**src/sv/bc_pkg.sv**
```systemverilog
`timescale 1ns / 1ps
// Shared types, constants and register codes for the barometer compensation block
package bc_pkg;

  localparam int RawW          = 20;
  localparam int TempW         = 16;
  localparam int PressW        = 24;
  localparam int CfgIdxW       = 3;
  localparam int CfgDataW      = 48;
  localparam int QueueDepthDef = 4;
  localparam int FineW         = 25;
  localparam int DivSteps      = 64;
  localparam int DenW          = 31;
  localparam int PdiffW        = 21;
  localparam int P4Shift       = 35;

  localparam logic [PdiffW-1:0]  PdiffBase  = 21'd1048576;
  localparam logic signed [25:0] FineOffset = 26'sd128000;
  localparam logic [11:0]        NumScale   = 12'd3125;
  localparam logic signed [27:0] TempRound  = 28'sd128;
  // two to the power 47
  localparam logic signed [63:0] DivBias    = 64'sh0000_8000_0000_0000;

  typedef enum logic [CfgIdxW-1:0] {
    CFG_TEMP_1    = 3'd0,
    CFG_TEMP_2    = 3'd1,
    CFG_TEMP_3    = 3'd2,
    CFG_PRESS_1   = 3'd3,
    CFG_PRESS_2   = 3'd4,
    CFG_PRESS_3_4 = 3'd5,
    CFG_PRESS_5_6 = 3'd6,
    CFG_PRESS_7_9 = 3'd7
  } cfg_idx_t;

  typedef struct packed {
    logic [15:0] temp_1;
    logic [15:0] temp_2;
    logic [15:0] temp_3;
    logic [15:0] press_1;
    logic [15:0] press_2;
    logic [31:0] press_3_4;
    logic [31:0] press_5_6;
    logic [47:0] press_7_9;
  } cfg_t;

  localparam cfg_t CfgReset = '{
    temp_1:    16'd27504,
    temp_2:    16'd26435,
    temp_3:    16'hFC18,
    press_1:   16'd36477,
    press_2:   16'hD643,
    press_3_4: 32'd187108304,
    press_5_6: 32'd4294508684,
    press_7_9: 48'd25773148486796
  };

  // one queue entry: temperature done, fine value and raw pressure for the back end
  typedef struct packed {
    logic [TempW-1:0] tc;
    logic [FineW-1:0] fine;
    logic [RawW-1:0]  adc_p;
  } entry_t;

  typedef struct packed {
    logic [TempW-1:0] tc;
    logic             invalid;
  } tag_t;

endpackage

```
**src/sv/bc_front.sv**
```systemverilog
`timescale 1ns / 1ps
// Front end: accept raw samples, work out fine temperature and temperature
module bc_front import bc_pkg::*; (
  input  logic            clk,
  input  logic            rst,
  input  cfg_t            coef,
  input  logic            in_valid,
  output logic            in_ready,
  input  logic [RawW-1:0] raw_temperature,
  input  logic [RawW-1:0] raw_press,
  input  logic            q_full,
  output logic            q_push,
  output entry_t          q_data
);

  logic adv;
  logic v1, v2, v3;

  logic signed [17:0] diff_a;
  logic signed [16:0] diff_b;
  logic signed [33:0] prod_a, prod_b;
  logic [RawW-1:0]    adc_p1, adc_p2;

  logic signed [22:0] term_a;
  logic signed [37:0] prod_c;

  logic signed [23:0] term_b;
  logic signed [24:0] fine;
  logic signed [27:0] t5;
  logic signed [19:0] tc_wide;
  logic [TempW-1:0]   tc_sat;

  // stall only when the last stage holds an item the queue cannot take
  assign adv      = !(v3 && q_full);
  assign in_ready = adv;
  assign q_push   = v3 && !q_full;

  assign diff_a = $signed(18'(raw_temperature >> 3)) - $signed(18'({coef.temp_1, 1'b0}));
  assign diff_b = $signed(17'(raw_temperature >> 4)) - $signed(17'(coef.temp_1));

  assign term_b  = prod_c[37:14];
  assign fine    = 25'(term_a) + 25'(term_b);
  assign t5      = 28'(fine) * 28'sd5 + TempRound;
  assign tc_wide = t5[27:8];

  always_comb begin
    if (tc_wide > 20'sd32767) begin
      tc_sat = 16'h7FFF;
    end else if (tc_wide < -20'sd32768) begin
      tc_sat = 16'h8000;
    end else begin
      tc_sat = tc_wide[15:0];
    end
  end

  always_ff @(posedge clk) begin
    if (rst) begin
      v1 <= 1'b0;
      v2 <= 1'b0;
      v3 <= 1'b0;
    end else if (adv) begin
      v1 <= in_valid;
      v2 <= v1;
      v3 <= v2;
    end
  end

  always_ff @(posedge clk) begin
    if (adv) begin
      prod_a <= diff_a * $signed(coef.temp_2);
      prod_b <= diff_b * diff_b;
      adc_p1 <= raw_press;
      term_a <= prod_a[33:11];
      prod_c <= $signed(prod_b[33:12]) * $signed(coef.temp_3);
      adc_p2 <= adc_p1;
      q_data <= '{tc: tc_sat, fine: fine, adc_p: adc_p2};
    end
  end

endmodule

```
**config.mk**
```make
export PLATFORM = sky130hd
export DESIGN_NAME = bc_front
export DESIGN_NICKNAME = d
export VERILOG_FILES = /design/src/sv/bc_pkg.sv /design/src/sv/bc_front.sv
export SDC_FILE = /design/constraint.sdc
export NUM_CORES = 2
export LEC_CHECK = 0
export ABC_AREA = 1
export BUFFER_PORTS_ARGS = -buffer_cell sky130_fd_sc_hd__buf_2
export CAP_MARGIN = 20
export CELL_PAD_IN_SITES_DETAIL_PLACEMENT = 1
export CELL_PAD_IN_SITES_GLOBAL_PLACEMENT = 1
export CORE_MARGIN = 5
export CORE_UTILIZATION = 53
export CTS_BUF_LIST = sky130_fd_sc_hd__clkbuf_16
export CTS_CLUSTER_SIZE = 10
export DETAILED_ROUTE_END_ITERATION = 10
export GPL_ROUTABILITY_DRIVEN = 0
export PLACE_DENSITY_LB_ADDON = 0.1
export SETUP_SLACK_MARGIN = 0.15
export SYNTH_ARGS = -nofsm -noshare
export SYNTH_HDL_FRONTEND = slang
export SYNTH_SLANG_ARGS = --single-unit
```
**constraint.sdc**
```tcl
create_clock -name clk -period 17.6 [get_ports clk]
set_input_delay 0 -clock clk [delete_from_list [all_inputs] [get_ports clk]]
set_output_delay 0 -clock clk [all_outputs]
set_load 0.005 [all_outputs]
```
==> results.md <==
- Min cycle time layout: just under 8 ns
- Clock-pin slew on the worst setup and hold paths: about 0.090 ns
- Fin nets: ~6700
- Dpl hpwl: approximately 110000 um
- Worst slew margin: between 20% and 30%
- Drt wl/cell: 20.5 um
- Setup bufs post-CTS: 0
- Cell variety after synth: 53
- Clk sinks: 196
- Syn Area/Cell: about 8.6 um^2
- FMAX: approximately 130 MHz
- Dominant cells by area after synthesis: fa_1 41%, edfxtp_1 13%, inv_1 12%
- Outcome: complete, no violations
- Crit path max-delay family: adder cells
- Slew @ Worst Pin: about 1.1 ns
- Area leader, netlist: fa_1
- Final setup violation count: 0
- DRC errors left: 0
- Max Cap Viol: 0
- CP endpoint kind: register
- Tcrit/Tclk final: a little over two fifths
- Share of layout cells above drive strength 1: under 10%
- Worst Path Required: approximately 18 ns
- Die Y-Extent: between 200 and 300 um
- Sequential share of the synthesized area: 13.3%
- CTS tree: built
- CP arrival: 8.02 ns
- First-pass GRT wire length: 209000 um
- Number of global-route vias before repair: 39200
- EDFF count, synth: about 190
- Initial drt markers: about 1700
- Clk_lat worst skew: roughly 0.46 ns
- Commonest cells post-synth: 1365 x inv_1, 1041 x nand2_1, 902 x fa_1
- Via count: 33900
- Synthesized area: roughly 44000 um^2
- Grt ovf: 0
- Synth Instances: 5077
- Depth of the CTS H-tree: 4
- PortBufs: 151
- Die area: 88700 um^2
- Syn_nets: between 6000 and 7000
- Critical path depth in cells: 28
- RSZ-0062 raised after global routing: no
- Worst-path fanout max: 26
- Initial antenna violation count: 0
- Top-area cell type share of the netlist area: 41.1%
- CTS hold repair buffers: 22
- Count leader, synth: inv_1
- Cts bufs inserted: 17
- Reg2Reg Depth: 20
- Post-CTS Resized: 0
- Hold path depth: 2
- First-pass DRT Iterations: 5
- Starting density of the core: 53.5%
- Ant. Diodes: 0
- Critical path's slowest cell: fa_1
- Clk Tree Root Cell: clkbuf_16
- Fin Clk Skew: roughly 0.015 ns
- Slew Limit Fails: 0
- Main synth FF type: edfxtp_1
- Async SR Flop Fraction: 0%
- Setup_tns: 0 ns
- Fin. Hold Viols: 0
- CP Class: input pin to register
- Largest net degree at the start of global routing: 79
- Startpoint Class: input pin
- All-Layer GR Usage: about 30%
- Routed Wire Length: 128000 um
- Row count: ~110
- CP bufs+invs: 8
- Yosys warning count: 0
- Antenna viol nets, final: 0
- CP max stage delay: roughly 0.98 ns
- Core area: slightly above 80000 um^2
- Worst Hold Class: input pin to register
- Drt via density: between 5 and 6
- # IOs: roughly 300
- Clock tree buffer depth: 2
- P&R area growth vs syn: 6.01%
- Post-synthesis register bit count: slightly below 200
- Die Wd: approximately 300 um
==> kinds of logic (layout without fill, tap and decap cells) <==
kind of cell / count (synthesis) / after routing / share of synthesized area, %
AOI/OAI and AO/OA: 369 / 369 / 4.85
xor gates and xnor gates: 128 / 128 / 2.65
adders and majority gates: 1267 / 1267 / 51.5
buffers and inverters: 1505 / 1610 / 13.0
DFF: 196 / 196 / 13.3
muxes: 1 / 1 / 0.0228
and+or+nand+nor: 1611 / 1611 / 14.6
==> layout by cell type (no fill, tap or decap), types with 4 or more instances in the layout <==
cell type         n
nand4_1          23
o221a_2           4
buf_2           151
nor2_1          379
buf_4            24
o21ai_0          82
dlygate4sd3_1    22
nand3b_1          8
o21a_1           12
a211oi_1          4
inv_2             8
edfxtp_1        193
nand2_1        1040
xnor2_1          43
inv_8             5
a31oi_1          18
clkinv_1          8
a21boi_0          5
ha_1            365
a21o_1           23
fa_1            902
a21oi_1         179
nor4_1            9
clkbuf_16        17
nor3_1           29
nand3_1          84
nand2_2           7
o21bai_1         21
xor2_1           80
inv_1          1365
or2_2            24
==> flip-flops by register name (all words and copies together) (netlist names), 20 cells and up <==
name and flops:
q_data 61, prod_c 24, prod_a 23, term_a 23, prod_b 22, adc_p1 20
adc_p2 20
==> metrics by stage <==
step | hold WS, ns | setup WS (ns) | instances | util (%) | cell area [um^2]
after floorplan | 0.0311 | 11.07 | 5077 | - | 43900
after global placement | 0.176 | 9.61 | 6198 | 55.6 | 45700
after detailed placement | 0.180 | 9.39 | 6198 | 55.6 | 45700
after CTS | 0.223 | 9.91 | 6252 | 56.7 | 46500
after global routing | 0.238 | 9.45 | 6252 | 56.7 | 46500
final | 0.250 | 9.88 | 6252 | 56.7 | 46500
==> worst paths after layout <==
path / from / end / slack, ns
max: coef[187] / prod_b[29] / 9.88
min: raw_press[2] / adc_p1[2] / 0.25
max reg2reg: prod_b[33] / prod_c[37] / 10.78
min reg2reg: prod_a[29] / term_a[18] / 0.42
==> routing by layer <==
layer / vias up / part of all wire, % / GRT usage (%)
li1: 15200 / - / -
met1: 17600 / 40 / 37.3
met2: 914 / 52 / 54.5
met3: 268 / 4.4 / 2.57
met4: 0 / 3.4 / 8.98
met5: - / 0 / 0
==> area by class of cell <==
| cell class | count | area, um^2 |
|---|---|---|
| clock inverter | 15 | 210 |
| multi-input combinational | 3376 | 32400 |
| inverter | 1381 | 5180 |
| tap | 1070 | 1340 |
| sequential | 196 | 5860 |
| clock buffer | 17 | 425 |
| timing repair buffer | 197 | 1160 |
| fill | 9841 | 35600 |
Power is left out: the tool's default activity adds up to more than one toggle a clock period on the data nets, which glitch-free logic cannot reach.
