**src/sv/bc_pkg.sv**
```systemverilog
`timescale 1ns / 1ps
// Shared types, constants and register codes for the barometer compensation block
package bc_pkg;

  localparam int RawW          = 20;
  localparam int TempW         = 16;
  localparam int PressW        = 24;
  localparam int CfgIdxW       = 3;
  localparam int CfgDataW      = 48;
  localparam int QueueDepthDef = 4;
  localparam int FineW         = 25;
  localparam int DivSteps      = 64;
  localparam int DenW          = 31;
  localparam int PdiffW        = 21;
  localparam int P4Shift       = 35;

  localparam logic [PdiffW-1:0]  PdiffBase  = 21'd1048576;
  localparam logic signed [25:0] FineOffset = 26'sd128000;
  localparam logic [11:0]        NumScale   = 12'd3125;
  localparam logic signed [27:0] TempRound  = 28'sd128;
  // two to the power 47
  localparam logic signed [63:0] DivBias    = 64'sh0000_8000_0000_0000;

  typedef enum logic [CfgIdxW-1:0] {
    CFG_TEMP_1    = 3'd0,
    CFG_TEMP_2    = 3'd1,
    CFG_TEMP_3    = 3'd2,
    CFG_PRESS_1   = 3'd3,
    CFG_PRESS_2   = 3'd4,
    CFG_PRESS_3_4 = 3'd5,
    CFG_PRESS_5_6 = 3'd6,
    CFG_PRESS_7_9 = 3'd7
  } cfg_idx_t;

  typedef struct packed {
    logic [15:0] temp_1;
    logic [15:0] temp_2;
    logic [15:0] temp_3;
    logic [15:0] press_1;
    logic [15:0] press_2;
    logic [31:0] press_3_4;
    logic [31:0] press_5_6;
    logic [47:0] press_7_9;
  } cfg_t;

  localparam cfg_t CfgReset = '{
    temp_1:    16'd27504,
    temp_2:    16'd26435,
    temp_3:    16'hFC18,
    press_1:   16'd36477,
    press_2:   16'hD643,
    press_3_4: 32'd187108304,
    press_5_6: 32'd4294508684,
    press_7_9: 48'd25773148486796
  };

  // one queue entry: temperature done, fine value and raw pressure for the back end
  typedef struct packed {
    logic [TempW-1:0] tc;
    logic [FineW-1:0] fine;
    logic [RawW-1:0]  adc_p;
  } entry_t;

  typedef struct packed {
    logic [TempW-1:0] tc;
    logic             invalid;
  } tag_t;

endpackage

```
**src/sv/bc_fifo.sv**
```systemverilog
`timescale 1ns / 1ps
// Short queue between the front and back ends
module bc_fifo import bc_pkg::*; #(
  parameter int Depth = QueueDepthDef
) (
  input  logic   clk,
  input  logic   rst,
  input  logic   push,
  input  entry_t push_data,
  input  logic   pop,
  output entry_t pop_data,
  output logic   full,
  output logic   empty
);

  localparam int PtrW = (Depth > 1) ? $clog2(Depth) : 1;
  localparam int CntW = $clog2(Depth + 1);

  entry_t            slots [Depth];
  logic [PtrW-1:0]   wr_ptr, rd_ptr;
  logic [CntW-1:0]   count;

  assign full     = (count == CntW'(Depth));
  assign empty    = (count == '0);
  assign pop_data = slots[rd_ptr];

  always_ff @(posedge clk) begin
    if (rst) begin
      wr_ptr <= '0;
      rd_ptr <= '0;
      count  <= '0;
    end else begin
      if (push) begin
        wr_ptr <= (wr_ptr == PtrW'(Depth - 1)) ? '0 : wr_ptr + 1'b1;
      end
      if (pop) begin
        rd_ptr <= (rd_ptr == PtrW'(Depth - 1)) ? '0 : rd_ptr + 1'b1;
      end
      if (push && !pop) begin
        count <= count + 1'b1;
      end else if (pop && !push) begin
        count <= count - 1'b1;
      end
    end
  end

  always_ff @(posedge clk) begin
    if (push) begin
      slots[wr_ptr] <= push_data;
    end
  end

endmodule

```
**config.mk**
```make
export PLATFORM = sky130hd
export DESIGN_NAME = bc_fifo
export DESIGN_NICKNAME = d
export VERILOG_FILES = /design/src/sv/bc_pkg.sv /design/src/sv/bc_fifo.sv
export SDC_FILE = /design/constraint.sdc
export NUM_CORES = 1
export LEC_CHECK = 0
export ABC_AREA = 1
export BUFFER_PORTS_ARGS = -buffer_cell sky130_fd_sc_hd__clkbuf_2
export CAP_MARGIN = 0
export CORE_MARGIN = 1
export CORE_UTILIZATION = 57
export CTS_CLUSTER_SIZE = 40
export DETAILED_ROUTE_END_ITERATION = 10
export GPL_ROUTABILITY_DRIVEN = 0
export PLACE_DENSITY = 0.77
export SETUP_SLACK_MARGIN = 0.15
export SYNTH_ARGS = -nofsm -noshare
export SYNTH_HDL_FRONTEND = slang
export SYNTH_SLANG_ARGS = --single-unit
```
**constraint.sdc**
```tcl
create_clock -name clk -period 2.75 [get_ports clk]
set_input_delay 0.275 -clock clk [delete_from_list [all_inputs] [get_ports clk]]
set_output_delay 0.275 -clock clk [all_outputs]
set_load 0.005 [all_outputs]
```
==> flow_metrics.env <==
export IMPL_placementRows=48
export IMPL_post_route_cells_drive_above_1_share_pct=30.9
export IMPL_cts_tree="done"
export IMPL_cells_after_synthesis=648
export IMPL_via_count=6093
export IMPL_critical_path_required_ns=2.48
export IMPL_postSynthAreaPerCell_um2=15.5
export IMPL_post_dp_cell_area_um2=10900
export IMPL_cts_inserted_buffers=24
export IMPL_synth_seq_cells=253
export IMPL_status="complete, no violations"
export IMPL_cts_reportedPaths_clkPinSlew_ns=0.06
export IMPL_synth_seq_area_share_pct=74.5
export IMPL_report_final_hold_viol_count=0
export IMPL_whs_ns=0.0109
export IMPL_hold_path_class="input port to flop"
export IMPL_port_buffers=127
export IMPL_rsz_0062_raised_after_global_routing="false"
export IMPL_global_route_overflow_total=0
export IMPL_ir_drop_v=0.000584
export IMPL_drt_wirelength_per_cell_um=19.4
export IMPL_grt_pass1_wl_um=31700
export IMPL_drc=0
export IMPL_floorplan_die_area_um2=18200
export IMPL_die_width_um=135
export IMPL_clock_latency_ns=0.51
export IMPL_slew_headroom_pct=53.9
export IMPL_cts_max_path_buffers=3
export IMPL_io_pin_count=128
export IMPL_ctsRootBufferMaster="sky130_fd_sc_hd__clkbuf_16"
export IMPL_finalPower_mw=8.56
export IMPL_arrival_ns=2.13
export IMPL_timing_max_cap_violations=0
export IMPL_critical_path_class="flop to output pin"
export IMPL_final_net_count=899
export IMPL_achievable_freq_ghz=0.415
export IMPL_post_synth_instance_area_um2=10100
export IMPL_via_per_inst=5.69
export IMPL_place_detailed_hpwl_um=11500
export IMPL_routed_wirelength_um=20700
export IMPL_fin_util_pct=70.3
export IMPL_groute_usage_overall_pct=23.0
export IMPL_synth_cell_types=24
export IMPL_finalMaxSlewViolations=0
export IMPL_final_non_filler_cell_area_um2=12200
export IMPL_ant_nets=0
export IMPL_num_antenna_cells=0
export IMPL_timing_setup_tns_ns=0
export IMPL_power_density_nw_per_um2=704
export IMPL_ys_warnings_count=0
export IMPL_post_syn_nets=720
export IMPL_clock_sinks=253
export IMPL_initialDrtViolationCount=420
export IMPL_finalSetupViolations=0
export IMPL_drtPass1Iterations=5
export IMPL_final_min_period_over_clock_period_pct=87.6
export IMPL_setup_worst_path_start_class="flop"
export IMPL_grt_antenna_before_repair=0
export IMPL_flow_area_growth_from_synthesis_pct=20.7
export IMPL_post_cts_resize_count=0
export IMPL_grt_start_max_net_pins=123
export IMPL_via_count_of_the_first_global_routing_pass=6187
export IMPL_least_margin_pin_slew_ns=0.691
export IMPL_setup_bufs_post_cts=0
export IMPL_critical_path_max_fanout=61
export IMPL_layout_min_cycle_time_ns=2.41
export IMPL_core_area_um2=17300
export IMPL_dieHeight_um=135
export IMPL_floorplan_initialDensity_pct=58.2
export IMPL_fin_skew_ns=0.0229
export IMPL_static_leakage_power_nw=4.31
export IMPL_h_tree_depth=1
export IMPL_endpoint_kind="output pin"
-- critical path: stages (launching register included) --
cell and delay (ns):
sky130_fd_sc_hd__dfxtp_2 0.34, sky130_fd_sc_hd__buf_4 0.56, sky130_fd_sc_hd__o21ai_0 0.26, sky130_fd_sc_hd__o22ai_1 0.28, sky130_fd_sc_hd__clkbuf_2 0.16
-- Yosys cell counts, drive strengths merged --
cell / instances / share of area [%]
o21ai: 125 / 6.2
o22ai: 61 / 6.3
a21oi: 3 / 0.15
nor2: 130 / 7.8
nand4: 1 / 0.062
nor3: 4 / 0.20
ha: 6 / 0.75
clkbuf: 16 / 0.60
xor2: 1 / 0.087
edfxtp: 244 / 73
fa: 1 / 0.20
nand3: 1 / 0.050
inv: 16 / 0.60
nand2: 8 / 0.30
dfxtp: 9 / 1.8
buf: 22 / 2.2
-- layout make-up --
type | count | area [µm²]
Tap cell | 225 | 282
Inverter | 16 | 65.1
Clock inverter | 12 | 105
Clock buffer | 32 | 652
Fill cell | 1114 | 5130
Sequential cell | 253 | 7510
Timing Repair Buffer | 191 | 1320
Multi-Input combinational cell | 341 | 2230
-- kinds of logic after synthesis --
group                    synth area share, %
XOR/XNOR                              0.0870
AND/OR/NAND/NOR                         8.43
flip-flops                              74.5
AO/OA/AOI/OAI                           12.7
adder cells (fa/ha/maj)                0.944
buffers and inverters                   3.35
-- per-stage QoR --
step	instances	setup WS [ns]
after floorplan	648	0.558
after global placement	976	0.938
after detailed placement	976	0.860
after CTS	1069	0.323
after global routing	1070	0.170
final	1070	0.342
-- cells in the final DEF, fill, tap and decap left out, types with 4 or more instances in the layout --
| cell type | synthesis | final |
|---|---|---|
| sky130_fd_sc_hd__edfxtp_1 | 244 | 244 |
| sky130_fd_sc_hd__inv_2 | 2 | 5 |
| sky130_fd_sc_hd__clkbuf_16 | 0 | 25 |
| sky130_fd_sc_hd__clkbuf_1 | 16 | 7 |
| sky130_fd_sc_hd__dfxtp_1 | 9 | 7 |
| sky130_fd_sc_hd__o22ai_1 | 21 | 21 |
| sky130_fd_sc_hd__o22ai_2 | 40 | 40 |
| sky130_fd_sc_hd__nand2_1 | 8 | 8 |
| sky130_fd_sc_hd__ha_1 | 6 | 6 |
| sky130_fd_sc_hd__nor2_4 | 40 | 40 |
| sky130_fd_sc_hd__clkinv_1 | 0 | 6 |
| sky130_fd_sc_hd__buf_12 | 5 | 6 |
| sky130_fd_sc_hd__buf_4 | 3 | 8 |
| sky130_fd_sc_hd__o21ai_1 | 29 | 29 |
| sky130_fd_sc_hd__nor2_1 | 90 | 90 |
| sky130_fd_sc_hd__dlygate4sd3_1 | 0 | 50 |
| sky130_fd_sc_hd__o21ai_0 | 95 | 95 |
| sky130_fd_sc_hd__clkbuf_2 | 0 | 127 |
| sky130_fd_sc_hd__inv_1 | 14 | 10 |
| sky130_fd_sc_hd__nor3_1 | 4 | 4 |
-- state kept, by name (all words and copies together), names as in the netlist, named ones only --
signal / cells
wr_ptr: 2
rd_ptr: 2
slots: 244
count: 3
-- power by group --
group | switching [mW] | internal, mW | total (mW) | leakage [nW]
combinational | 0.572 | 0.370 | 0.942 | 1.62
clock | 1.32 | 1.85 | 3.17 | 0.366
sequential | 0.0507 | 4.40 | 4.45 | 2.32
-- layer usage --
layer  share of wire (%)  routed length (µm)  up-vias  global-route usage (%)
met5                   0                   0        -                       0
met4                 2.3                 480        0                    8.36
met3                 5.4                1120       42                    4.28
met2                  53               11000      208                    41.1
met1                  39                8080     3050                    27.9
li1                    -                   -     2793                       -
-- final timing paths --
| path | slack [ns] | start | to | cells past startpoint |
|---|---|---|---|---|
| setup / recovery | 0.34 | flop | pop_data[21] | 4 |
| hold / removal | 0.01 | push_data[58] | slots[2][58] | 1 |
| setup reg to reg | 0.97 | wr_ptr[0] | slots[3][44] | 4 |
| hold reg to reg | 0.55 | wr_ptr[1] | wr_ptr[1] | 2 |
-- timing repair --
| action | 4_1_cts | 5_1_grt |
|---|---|---|
| endpoints found under the hold margin | 189 | 2 |
| endpoints found under the setup margin | 0 | 0 |
| hold buffers | 49 | 1 |
Note: power is estimated with default switching activity, not from simulation.
